<file path="src/bpc_pkg.sv">
// ----------------------------------------------------------------------------
// bpc_pkg
// Shared types, register indexes and constants for pressure compensation.
// ----------------------------------------------------------------------------
package bpc_pkg;

   localparam int unsigned DivSteps = 32;

   typedef enum logic [2:0] {
      REG_AC1  = 3'd0,
      REG_AC2  = 3'd1,
      REG_AC3  = 3'd2,
      REG_AC4  = 3'd3,
      REG_B1   = 3'd4,
      REG_B2   = 3'd5,
      REG_OSS  = 3'd6
   } reg_index_type;

   typedef struct packed {
      logic [15:0] ac1;
      logic [15:0] ac2;
      logic [15:0] ac3;
      logic [15:0] ac4;
      logic [15:0] b1;
      logic [15:0] b2;
      logic [1:0]  oss;
   } cal_type;

   // operands handed from the front end to the divider
   typedef struct packed {
      logic [31:0] num;
      logic [31:0] den;
      logic        post_shift;
      logic        fault;
   } div_req_type;

   localparam logic [31:0] B6Offset   = 32'd4000;
   localparam logic [31:0] B4Offset   = 32'd32768;
   localparam logic [31:0] B7Scale    = 32'd50000;
   localparam logic [31:0] SignBit    = 32'h8000_0000;
   localparam logic [31:0] CoefX1     = 32'd3038;
   localparam logic [31:0] CoefX2     = 32'd7357;
   localparam logic [31:0] CoefOffset = 32'd3791;

endpackage

</file>
<file path="src/bpc_back.sv">
// ----------------------------------------------------------------------------
// bpc_back
// Final pascal correction: p + ((x1 + x2 + 3791) >> 4), pipelined; zero on a divide fault.
// ----------------------------------------------------------------------------
module bpc_back
   import bpc_pkg::*;
(
   input  logic        clock,
   input  logic        reset,
   input  logic        in_valid,
   input  logic [31:0] in_p,
   input  logic        in_fault,
   output logic        out_valid,
   output logic [31:0] out_p,
   output logic        out_fault
);

   logic [2:0]  v_ff, v_in;
   logic [31:0] p1_ff, p2_ff, p3_ff, sq_ff, x2m_ff, x1m_ff, x2_ff, p8;
   logic [2:0]  f_ff;
   logic [31:0] sum;

   assign p8 = 32'($signed(in_p) >>> 8);
   assign v_in = {v_ff[1:0], in_valid};
   assign sum = 32'($signed(x1m_ff) >>> 16) + x2_ff + CoefOffset;

   always_ff @(posedge clock) begin
      if (reset) begin
         v_ff <= '0;
      end else begin
         v_ff <= v_in;
      end
      p1_ff  <= in_p;
      sq_ff  <= p8 * p8;
      x2m_ff <= 32'd0 - CoefX2 * in_p;
      p2_ff  <= p1_ff;
      x1m_ff <= sq_ff * CoefX1;
      x2_ff  <= 32'($signed(x2m_ff) >>> 16);
      p3_ff  <= f_ff[1] ? 32'd0 : p2_ff + 32'($signed(sum) >>> 4);
      f_ff   <= {f_ff[1:0], in_fault};
   end

   assign out_valid = v_ff[2];
   assign out_p = p3_ff;
   assign out_fault = f_ff[2];

endmodule

</file>
<file path="config.mk">
export PLATFORM = sky130hd
export DESIGN_NAME = bpc_back
export DESIGN_NICKNAME = d
export VERILOG_FILES = /design/src/bpc_pkg.sv /design/src/bpc_back.sv
export SDC_FILE = /design/constraint.sdc
export NUM_CORES = 2
export LEC_CHECK = 0
export BUFFER_PORTS_ARGS = -buffer_cell sky130_fd_sc_hd__buf_2
export CORE_UTILIZATION = 60
export CTS_CLUSTER_DIAMETER = 150
export DETAILED_ROUTE_END_ITERATION = 6
export GPL_TIMING_DRIVEN = 0
export MAX_ROUTING_LAYER = met4
export PLACE_DENSITY_LB_ADDON = 0.05
export SETUP_SLACK_MARGIN = 0.4
export SYNTH_ARGS = -nofsm -noshare
export SYNTH_HDL_FRONTEND = slang
export SYNTH_SLANG_ARGS = --single-unit
export TNS_END_PERCENT = 5
</file>
<file path="constraint.sdc">
create_clock -name clock -period 10 [get_ports clock]
set_clock_uncertainty 0.2 [all_clocks]
set_input_delay 2.5 -clock clock [delete_from_list [all_inputs] [get_ports clock]]
set_output_delay 2.5 -clock clock [all_outputs]
set_load 0.01 [all_outputs]
</file>
## After elaboration in Yosys (flattened, before gate mapping)

Cells that the tools add are included.

| cells by class | value |
|---|---|
| add/sub/neg operators | 4 |
| multipliers | 3 |

Operators by type and width:

| kind | count |
|---|---|
| adder 32 x 12 -> 32 bit (second input constant) | 1 |
| adder 32 bit | 1 |
| multiplier 13 x 32 -> 32 bit (first input constant) | 1 |
| multiplier 24 x 24 -> 32 bit | 1 |
| multiplier 32 x 11 -> 31 bit (second input constant) | 1 |
| subtractor 1 x 32 -> 32 bit (first input constant) | 1 |
| adder 16 x 16 -> 17 bit | 1 |

| storage, ports and cells | value |
|---|---|
| bits in registers | 213 |
| input port bits | 36 |
| output and inout bits | 34 |
| word-level logic and storage cells | 16 |

## Logic depth before layout (Yosys ltp)

| logic depth | value |
|---|---|
| depth in word-level cells | 3 |
| depth in mapped cells | 29 |
| mapped depth without buffers | 27 |

## Worst setup path after synthesis

Ideal clock, no wire load.

| timing path | value |
|---|---|
| path kind | input to register |
| from | input port in_p[13] |
| to | register sq_ff[30] |
| setup time | 121 ps |
| arrival | 8921 ps |
| data required time | 9679 ps |
| slack | 758 ps |
| stages on the path | 26 |
| path buffers | 2 |
| path through | clkbuf_1 -> inv_1 -> buf_1 -> nor2_1 -> ha_1 -> a31o_2 -> fa_1 -> inv_1 -> fa_1 -> fa_1 -> fa_1 -> inv_1 -> fa_1 -> inv_1 -> fa_1 -> inv_1 -> ha_1 -> a21o_1 -> a21o_1 -> a21oi_1 -> o221ai_1 -> a221oi_1 -> a211oi_1 -> a21oi_1 -> o21ai_0 -> xnor2_1 |

| between the ends | value |
|---|---|
| cells in the longest elaborated chain, start to end | 1 |

RTL lines:

| element | RTL line | source |
|---|---|---|
| start, declared | bpc_back.sv:11 | `input logic [31:0] in_p,` |
| multiplier 24 x 24 -> 32 bit | bpc_back.sv:34 | `sq_ff <= p8 * p8;` |
| end signal, assigned | bpc_back.sv:34 |  |
| end, declared | bpc_back.sv:19 | `logic [31:0] p1_ff, p2_ff, p3_ff, sq_ff, x2m_ff, x1m_ff, x2_ff, p8;` |

Every way passes these cells.
A chain may end at the register's enable or synchronous reset.

## Worst setup path in the final report

| timing path | value |
|---|---|
| from | input port in_p[16] |
| to | register sq_ff[29] |

Same word-level chain as after synthesis.

==> results.py <==
metrics = {
    "status": {
        "outcome": "finished, final reports clean",
    },
    "cells_and_area": {
        "multi_input_area_sq_um": 23140,
        "area_growth_syn_to_layout_pct": 6.509,
        "fill_cells": 4353,
        "finalNonFillerCells": 3867,
        "antenna_cells": 0,
        "final_cell_mix": "inv_1 (924), fa_1 (637), ha_1 (402)",
        "utilization": 0.6457,
        "final_common_cell": "inv_1",
        "drive_gt1_frac": 0.05321,
        "nets": 4257,
        "ff_latch_area_sq_um": 3583,
    },
    "detailed_routing": {
        "wire_per_inst_microns": 17.78,
        "routed_wl_mm": 68.75,
        "drc": 0,
        "dr.pass1.iters": 7,
        "drtIter0Drc": 1010,
        "route.vias.total": 20227,
        "antenna_left": 0,
        "vias_per_cell": 5.231,
    },
    "logic_synthesis": {
        "synth_ff_type": "dfxtp_1",
        "synth_area_per_cell_sq_um": 9.829,
        "synthArstFlopShare": 0,
        "synth.area.top_cells": "fa_1 (42%), ha_1 (17%), dfxtp_1 (12%), inv_1 (11%), xnor2_1 (3.2%)",
        "yosys.area.top_type": "fa_1",
        "syn_inst": 3088,
        "synth-seq-cells": 179,
        "syn_area_sq_um": 30350,
        "yosysTopAreaCellShare": 0.4202,
        "yosysUniqueCellTypes": 69,
        "synth-seq-area-share": 0.1181,
        "synth_warnings": 0,
        "synth_edf_count": 0,
    },
    "floorplan": {
        "core_sq_um": 50070,
        "die_y_microns": 226.9,
        "die_area_sq_um": 51490,
        "initial_utilization": 0.6062,
        "rows": 82,
        "boundaryPins": 70,
        "die_x_microns": 226.9,
    },
    "clock_network": {
        "root_buffer": "clkbuf_16",
        "cts_tree": "built",
        "htreeDepth": 4,
        "clockBufferDepth": 2,
        "cts.sinks": 179,
        "path_clk_slew_ns": 0.08,
        "cts_buffers": 17,
        "insertion_delay_ns": 0.49,
    },
    "sta": {
        "setup_viol": 0,
        "worst_slew_pin_slew_ns": 0.8353,
        "min_period_over_period": 0.9419,
        "maxSlewViolCount": 0,
        "grt_setup_unrepaired": "yes",
        "layout_min_cycle_time_ns": 9.419,
        "max_freq_mhz": 106.2,
        "worst_slack_ns": 0.5806,
        "relSlewSlack": 0.4360,
        "hold_violations": 0,
    },
    "worst_setup_path": {
        "crit_arrival_ns": 9.62,
        "cp.required_ns": 10.20,
        "end_kind": "flop",
        "critical_path_class": "in -> reg",
        "crit_path_max_fanout": 10,
        "r2r_setup_slack_ns": 3.91,
        "startpoint_type": "input pin",
    },
    "grt": {
        "grt.total_usage": 0.2999,
        "antenna_found_initial": 0,
        "grt_pass1_wl_mm": 112.8,
        "grt_start_max_net_pins": 23,
        "grt_overflow": 0,
        "first_global_vias": 21705,
    },
    "worst_hold_path": {
        "min-delay-path-class": "reg -> reg",
    },
    "placement": {
        "gp_congestion": 0.9363,
        "post-place-ws_ns": -1.349,
        "portBuffers": 69,
        "hpwl_mm": 59.34,
        "dp_cells": 3831,
    },
    "run": {
        "drv_cap": 0,
    },
}
## cell type report
class                           instances  share of cell area
Sequential cell                       179              0.1108
Inverter                              934              0.1089
Clock inverter                         15            0.006812
Tap cell                              672             0.02601
Buffer                                 40            0.006541
Multi-Input combinational cell       1937              0.7157
Clock buffer                           17             0.01316
Timing Repair Buffer                   73             0.01208
## logic make-up (layout without fill, tap and decap cells)
family	count (synthesis)	after routing	synth area share
adder cells (fa/ha/maj)	1039	1039	0.5859
buffers and inverters	974	1079	0.1206
AND/OR/NAND/NOR	468	468	0.07004
AO/OA/AOI/OAI	268	268	0.05907
flip-flops	179	179	0.1181
XOR/XNOR	155	155	0.04473
multiplexers	4	4	0.001525
other	1	3	0.0001236
## cells in the mapped netlist (all sizes together) (12+ instances only)
master	number
and3	15
clkbuf	35
o21a	14
inv	929
xnor2	111
o21bai	12
a21oi	80
nand3	28
nor2	173
a21o	37
xor2	44
a211oi	15
ha	402
nor3	25
dfxtp	179
nand2	139
nor2b	22
fa	637
o21ai	42
## metrics by stage
stage | cell area (sq um) | hold WS [ns] | TNS (ns)
final | 32330 | 0.1268 | 0
after detailed placement | 31550 | 0.1121 | -10.44
after CTS | 32280 | 0.1281 | 0
after global placement | 31550 | 0.1103 | -9.764
after global routing | 32330 | 0.1318 | 0
after floorplan | 30360 | 0.1096 | 0
## timing repair
action                                  4_1_cts  5_1_grt
pin swaps                                     0        1
hold buffers                                  0        0
resized for setup                            34       33
endpoints found under the setup margin       14        7
buffers inserted                              3        1
## worst paths after layout
kind                    from         to  cells past startpoint
setup / recovery    in_p[16]  sq_ff[29]                     24
hold / removal    x2m_ff[29]  x2_ff[13]                      0
setup reg to reg  x1m_ff[16]  out_p[31]                     20
hold reg to reg   x2m_ff[29]  x2_ff[13]                      0
## flip-flops by register name, indices dropped and copies added, names as in the netlist, 16 cells and up
name,count
x2m_ff,17
p2_ff,32
sq_ff,30
out_p,32
x2_ff,16
x1m_ff,16
p1_ff,30
## routing by layer
layer,global-route usage,share of wire
met1,0.3789,0.42
met2,0.5026,0.51
met3,0.03771,0.043
met4,0.09481,0.029
met5,-,0
## worst max-delay path, cell delays in order
cell       delay (ns)
buf_2            0.30
clkbuf_1         0.69
nand2_1          0.22
fa_1             0.56
inv_1            0.06
fa_1             0.52
inv_1            0.05
fa_1             0.53
inv_1            0.04
ha_1             0.18
fa_1             0.48
inv_1            0.05
fa_1             0.49
fa_1             0.50
inv_1            0.04
ha_1             0.34
nand3_1          0.12
o211a_1          0.28
o311ai_0         0.75
nand2_1          0.19
o2111ai_1        0.29
nand4b_1         0.13
nand2_1          0.09
xor2_1           0.20
Power is not shown: default switching activity piles up to over one toggle a cycle in this logic, so the estimate is an artifact.
