<file path="src/bpc_pkg.sv">
// ----------------------------------------------------------------------------
// bpc_pkg
// Shared types, register indexes and constants for pressure compensation.
// ----------------------------------------------------------------------------
package bpc_pkg;

   localparam int unsigned DivSteps = 32;

   typedef enum logic [2:0] {
      REG_AC1  = 3'd0,
      REG_AC2  = 3'd1,
      REG_AC3  = 3'd2,
      REG_AC4  = 3'd3,
      REG_B1   = 3'd4,
      REG_B2   = 3'd5,
      REG_OSS  = 3'd6
   } reg_index_type;

   typedef struct packed {
      logic [15:0] ac1;
      logic [15:0] ac2;
      logic [15:0] ac3;
      logic [15:0] ac4;
      logic [15:0] b1;
      logic [15:0] b2;
      logic [1:0]  oss;
   } cal_type;

   // operands handed from the front end to the divider
   typedef struct packed {
      logic [31:0] num;
      logic [31:0] den;
      logic        post_shift;
      logic        fault;
   } div_req_type;

   localparam logic [31:0] B6Offset   = 32'd4000;
   localparam logic [31:0] B4Offset   = 32'd32768;
   localparam logic [31:0] B7Scale    = 32'd50000;
   localparam logic [31:0] SignBit    = 32'h8000_0000;
   localparam logic [31:0] CoefX1     = 32'd3038;
   localparam logic [31:0] CoefX2     = 32'd7357;
   localparam logic [31:0] CoefOffset = 32'd3791;

endpackage

</file>
<file path="src/bpc_divider.sv">
// ----------------------------------------------------------------------------
// bpc_divider
// Unsigned 32/32 restoring divider, one quotient bit per pipeline stage.
// ----------------------------------------------------------------------------
module bpc_divider
   import bpc_pkg::*;
(
   input  logic        clock,
   input  logic        reset,
   input  logic        in_valid,
   input  div_req_type in_req,
   output logic        out_valid,
   output logic [31:0] out_p,
   output logic        out_fault
);

   logic [DivSteps-1:0] v_ff;
   logic [31:0]         rem_ff [DivSteps];
   logic [31:0]         quo_ff [DivSteps];
   logic [31:0]         den_ff [DivSteps];
   logic [DivSteps-1:0] sh_ff;
   logic [DivSteps-1:0] flt_ff;

   for (genvar i = 0; i < DivSteps; i++) begin : g_step
      logic        v_src, sh_src, flt_src;
      logic [31:0] rem_src, quo_src, den_src;
      logic [32:0] trial;
      logic [32:0] shifted;
      if (i == 0) begin : g_src
         assign v_src   = in_valid;
         assign rem_src = '0;
         assign quo_src = in_req.num;
         assign den_src = in_req.den;
         assign sh_src  = in_req.post_shift;
         assign flt_src = in_req.fault;
      end else begin : g_src
         assign v_src   = v_ff[i-1];
         assign rem_src = rem_ff[i-1];
         assign quo_src = quo_ff[i-1];
         assign den_src = den_ff[i-1];
         assign sh_src  = sh_ff[i-1];
         assign flt_src = flt_ff[i-1];
      end
      assign shifted = {rem_src, quo_src[31]};
      assign trial = shifted - {1'b0, den_src};
      always_ff @(posedge clock) begin
         if (reset) begin
            v_ff[i] <= 1'b0;
         end else begin
            v_ff[i] <= v_src;
         end
         if (!trial[32]) begin
            rem_ff[i] <= trial[31:0];
         end else begin
            rem_ff[i] <= shifted[31:0];
         end
         quo_ff[i] <= {quo_src[30:0], ~trial[32]};
         den_ff[i] <= den_src;
         sh_ff[i]  <= sh_src;
         flt_ff[i] <= flt_src;
      end
   end

   assign out_valid = v_ff[DivSteps-1];
   assign out_fault = flt_ff[DivSteps-1];
   assign out_p = flt_ff[DivSteps-1] ? 32'd0 :
                  (sh_ff[DivSteps-1] ? (quo_ff[DivSteps-1] << 1) : quo_ff[DivSteps-1]);

endmodule

</file>
<file path="config.mk">
export PLATFORM = sky130hd
export DESIGN_NAME = bpc_divider
export DESIGN_NICKNAME = d
export VERILOG_FILES = /design/src/bpc_pkg.sv /design/src/bpc_divider.sv
export SDC_FILE = /design/constraint.sdc
export NUM_CORES = 2
export LEC_CHECK = 0
export ABC_AREA = 0
export BUFFER_PORTS_ARGS = -buffer_cell sky130_fd_sc_hd__buf_4
export CORE_AREA = 3 3 473 475
export DETAILED_ROUTE_END_ITERATION = 16
export DIE_AREA = 0 0 476 478
export PLACE_DENSITY = 0.84
export SYNTH_ARGS = -nofsm -noshare
export SYNTH_HDL_FRONTEND = slang
export SYNTH_SLANG_ARGS = --single-unit
</file>
<file path="constraint.sdc">
create_clock -name clock -period 3.45 [get_ports clock]
set_input_delay 0.345 -clock clock [delete_from_list [all_inputs] [get_ports clock]]
set_output_delay 0.345 -clock clock [all_outputs]
set_load 0.005 [all_outputs]
</file>
# [Yosys cells after proc, flatten, opt, wreduce, memory -nomap -nowiden]
# Memory sizes are Yosys's and may differ from the RTL's.
# Cells that the tools add are included.
[totals] output_inout_bits=34 wordCells=293 reg_bits=96 in_bits=69 n_memories=3 ram_bits=3072
[memory_table] memory="den_ff" depth=32 word_bits=32 rd=31 rd_ports_with_merged_regs=0 wr=32 line="bpc_divider.sv:20" text="logic [31:0] den_ff [DivSteps];"
[memory_table] memory="quo_ff" depth=32 word_bits=32 rd=32 rd_ports_with_merged_regs=0 wr=32 line="bpc_divider.sv:19" text="logic [31:0] quo_ff [DivSteps];"
[memory_table] memory="rem_ff" depth=32 word_bits=32 rd=31 rd_ports_with_merged_regs=0 wr=32 line="bpc_divider.sv:18" text="logic [31:0] rem_ff [DivSteps];"
[op_classes] mux=98 add_sub_neg=32 n_bitwise=64
[op_table] op="32-bit two-way mux" count=34
[op_table] op="33-bit by 32-bit subtractor with 33-bit output" count=31
[op_table] op="1-bit two-way mux" count=64
[op_table] op="1-bit by 32-bit subtractor with 33-bit output" count=1
[op_table] op="1-bit NOT" count=32
[op_table] op="1-bit bitwise OR" count=32

# [Logic depth before layout (Yosys ltp)]
# An unclocked memory read counts as a cell.
[depth] ltp_word=4 ltp_mapped=16

# [Least setup slack after synthesis]
# Ideal clock, no wire load.
[synth_path] path_type="register -> register" start="memory quo_ff[4][31] (netlist: quo_ff[0][159])" end="memory rem_ff[5][24] (netlist: rem_ff[0][184])" setup_time_ns=0.121 required_ns=3.329 n_path_buf=1 stages_incl_launch_ff=16 path_slack_ns=-0.193 t_arrival_ns=3.522 path_cell_list="dfxtp_1 > inv_1 > ha_1 > fa_1 > nor2b_1 > o31ai_1 > a21oi_1 > a221oi_2 > a21oi_1 > a31oi_1 > o41ai_1 > a21o_1 > a21oi_1 > xor2_1 > buf_4 > mux2_2"
[synth_lines] element="start, declared" line="bpc_divider.sv:19"
[synth_lines] element="end, declared" line="bpc_divider.sv:18"

==> impl_results.md <==
* Vias in the first global route at 94644
* Critical Path Source: den_ff[0][195]$_DFF_P_
* CP peak stage delay at 410 ps
* Min Clock Period, post-route at 4110 ps
* Hold Path Class: input port to flop
* Ys Warns at 0
* GRT overflow at 0
* CTS H-tree depth at 5
* Mux contribution to synthesized area at 7.81%
* Max Clk Rate at 243 MHz
* GRT Util Overall at 23.7%
* Worst Path Max Fanout at 7
* Commonest cells after routing, fill and taps aside: dfxtp_1, inv_1, buf_4
* Post-synthesis compound-gate area fraction at 14.4%
* P_leak at 75.2 nW
* Clock transition at path regs at 70 ps
* MaxCap Viol Count at 0
* Synth top area share at 49.8%
* DP Wirelength at 190000 um
* R2r startpoint: den_ff[0][195]$_DFF_P_
* Nets at 14593
* DRC viols at 0
* First-pass GRT wire length at 450000 um
* Skew final at 99.6 ps
* Largest net degree at the start of global routing at 34
* Multi-input logic area at 62600 um^2
* #FFs+latches synth at 3104
* Chip Width at 476 um
* Most Frequent Cell on Critical Path: buf_12
* Vias at 95522
* CTS buffer count at 325
* R2R cell count at 16
* Post-route ant nets at 0
* Post-synthesis adder-cell area fraction at 10.4%
* Slew headroom at 23.2%
* Fillers at 12963
* Total power at 198 mW
* Mapped Area at 125000 um^2
* Drt pass-1 iters at 9
* CP Class: flop to flop
* Initial cell density of the core at 56.8%
* Area grow syn2layout at 26.1%
* PortBufs at 102
* Die Ht at 478 um
* CP cell instances: inv_1, ha_1, o21a_1, o31a_1, nor4_4, o31ai_2, o41a_1, a31o_4, a311o_1, a21o_1, a21oi_4, xnor2_4, buf_12, buf_12, buf_12, mux2_4
* Main flop type after synthesis: dfxtp_1
* Pwr dens at 1250 nW/um^2
* Post-synth cell types at 95
* XOR/XNOR Fraction of Synth Area at 5.87%
* Flop2flop setup slack at -660 ps
* Register area share after synthesis at 49.8%
* Largest family of logic cells by synthesized area: compound AO/OA/AOI/OAI gates
* Mean post-synth cell area at 10.5 um^2
* Worst-Skew Late Latency at 980 ps
* WP data required at 4220 ps
* Measured slew at the worst slew-check pin at 1140 ps
* Final Worst Setup Slack at -661 ps
* Critical-path top delay cell: o41a_1
* Async S/R FF share, synth at 0%
* Crit end category: flop
* Core area at 220000 um^2
* Unrepaired setup endpoints after global routing: yes
* Final number of setup-violating endpoints at 744
* Reg area at 62200 um^2
* Post-Synth Simple-Gate Area at 7.13%
* Clk sinks at 3104
* Initial DRC count at 6218
* CTS Root Cell: clkbuf_16
* Status: finished with violations
* Yosys top cell by area: dfxtp_1
* Failing checks: setup timing
* Post-layout utilization of the core at 71.6%
* Fraction of final layout cells sized beyond drive strength 1 at 23.7%
* Post-synth EDFFs at 0
* Final period util at 119%
* Commonest non-fill, non-tap cell in the layout: dfxtp_1
* Largest buffer count on any clock path at 4
* Worst VDD drop at 0.729 mV
* Wire per inst at 20.0 um
* RR Endpoint: rem_ff[0][244]$_DFF_P_
* Startpoint types: flop
* CTS tree: yes
* Initial antenna violation count at 7
* DIE AREA at 228000 um^2
* # IOs at 103
* Dpl ws at -911 ps
* Main area contributors after synthesis: dfxtp_1, ha_1, mux2_2
* Final Hold Viols at 0
* Synthesized instance count at 11932
* Pins Over Slew Limit at 0
* Crit path DAT at 4890 ps
* Row cnt at 172
* WL final at 334000 um
* DR vias/cell at 5.72
* Gpl congestion at 0.963
* Crit path capture: rem_ff[0][244]$_DFF_P_
report_power, final:
group,switching [mW],internal (mW),leakage [nW]
registers,5.65,46.7,26.2
logic,52.8,57.7,43.8
clock network,14.2,20.5,5.23
critical path, delay by kind of cell, from the launching register on:
family,cells,cell delay (ps)
buffers and inverters,4,440
XOR/XNOR,1,150
AO/OA/AOI/OAI,8,2090
adder cells (fa/ha/maj),1,310
multiplexers,1,310
flip-flops,1,340
AND/OR/NAND/NOR,1,260
worst min path at each step:
stage | start | to | slack [ps] | depth (start not counted)
6_report | in_req[4] | den_ff[0][2]$_DFF_P_ | 30 | 2
5_1_grt | in_req[2] | den_ff[0][0]$_DFF_P_ | 30 | 2
4_1_cts | in_req[4] | den_ff[0][2]$_DFF_P_ | 3 | 2
3_5_place_dp | g_step[27].flt_src$_DFF_P_ | g_step[28].flt_src$_DFF_P_ | 310 | 0
3_3_place_gp | quo_ff[0][294]$_DFF_P_ | quo_ff[0][327]$_DFF_P_ | 310 | 0
2_1_floorplan | g_step[9].flt_src$_DFF_P_ | g_step[10].flt_src$_DFF_P_ | 310 | 0
Yosys cell counts (122+ instances only):
cell and count:
nand2b_1 122, mux2_2 739, nor2b_1 176, nand2_1 464
o21ai_0 553, dfxtp_1 3104, o21a_1 173, xnor2_1 559
clkbuf_1 172, xor2_1 270, nand3_1 180, a21oi_1 794
a21o_1 558, nor2_1 468, inv_1 1235, ha_1 993
per-stage QoR:
step	cell area, um^2	hold slack [ps]	setup TNS, ps	instances
6_report	157000	29.6	-163150	16705
5_1_grt	157000	27.1	-229900	16702
4_1_cts	150000	2.66	-203390	16497
3_5_place_dp	137000	312	-271800	15784
3_3_place_gp	137000	310	-220080	15784
2_1_floorplan	125000	310	-672	11946
sequential cells by signal (all words and copies together) (netlist names):
signal and flops:
den_ff 992, g_step.flt_src 31, g_step.sh_src 31, g_step.v_src 31, out_fault 1, out_valid 1
quo_ff 1024, rem_ff 992, sh_ff 1
layout make-up:
cell class                      instances  area share (%)
Sequential cell                      3104            39.5
Timing Repair Buffer                 1481            8.67
Inverter                             1235            2.95
Multi-Input combinational cell       7354            39.7
Tap cell                             2958            2.35
Clock inverter                        114           0.833
Antenna cell                           13          0.0207
Clock buffer                          446            5.90
logic make-up (layout without fill, tap and decap cells):
| logic type | Yosys count | in the layout |
|---|---|---|
| multiplexers | 869 | 869 |
| AND/OR/NAND/NOR | 1819 | 1819 |
| buffers and inverters | 1488 | 3276 |
| other | 1 | 28 |
| flip-flops | 3104 | 3104 |
| AO/OA/AOI/OAI | 2795 | 2795 |
| XOR/XNOR | 833 | 833 |
| adder cells (fa/ha/maj) | 1023 | 1023 |
what timing repair did:
item | 4_1_cts | 5_1_grt
hold buffers | 84 | 0
endpoints found under the setup margin | 940 | 968
hold endpoints to repair | 114 | 0
pin swaps | 48 | 309
resized for setup | 277 | 1131
cloned | 16 | 63
buffers inserted | 55 | 151
per-layer routing:
layer	GRT usage [%]	wire length, um	up-vias
li1	-	-	44387
met1	21.6	106000	45237
met2	47.3	174000	3876
met3	3.42	16200	2018
met4	16.4	37700	4
met5	0	24	-
No activity file was read; power rests on OpenSTA's default activity.
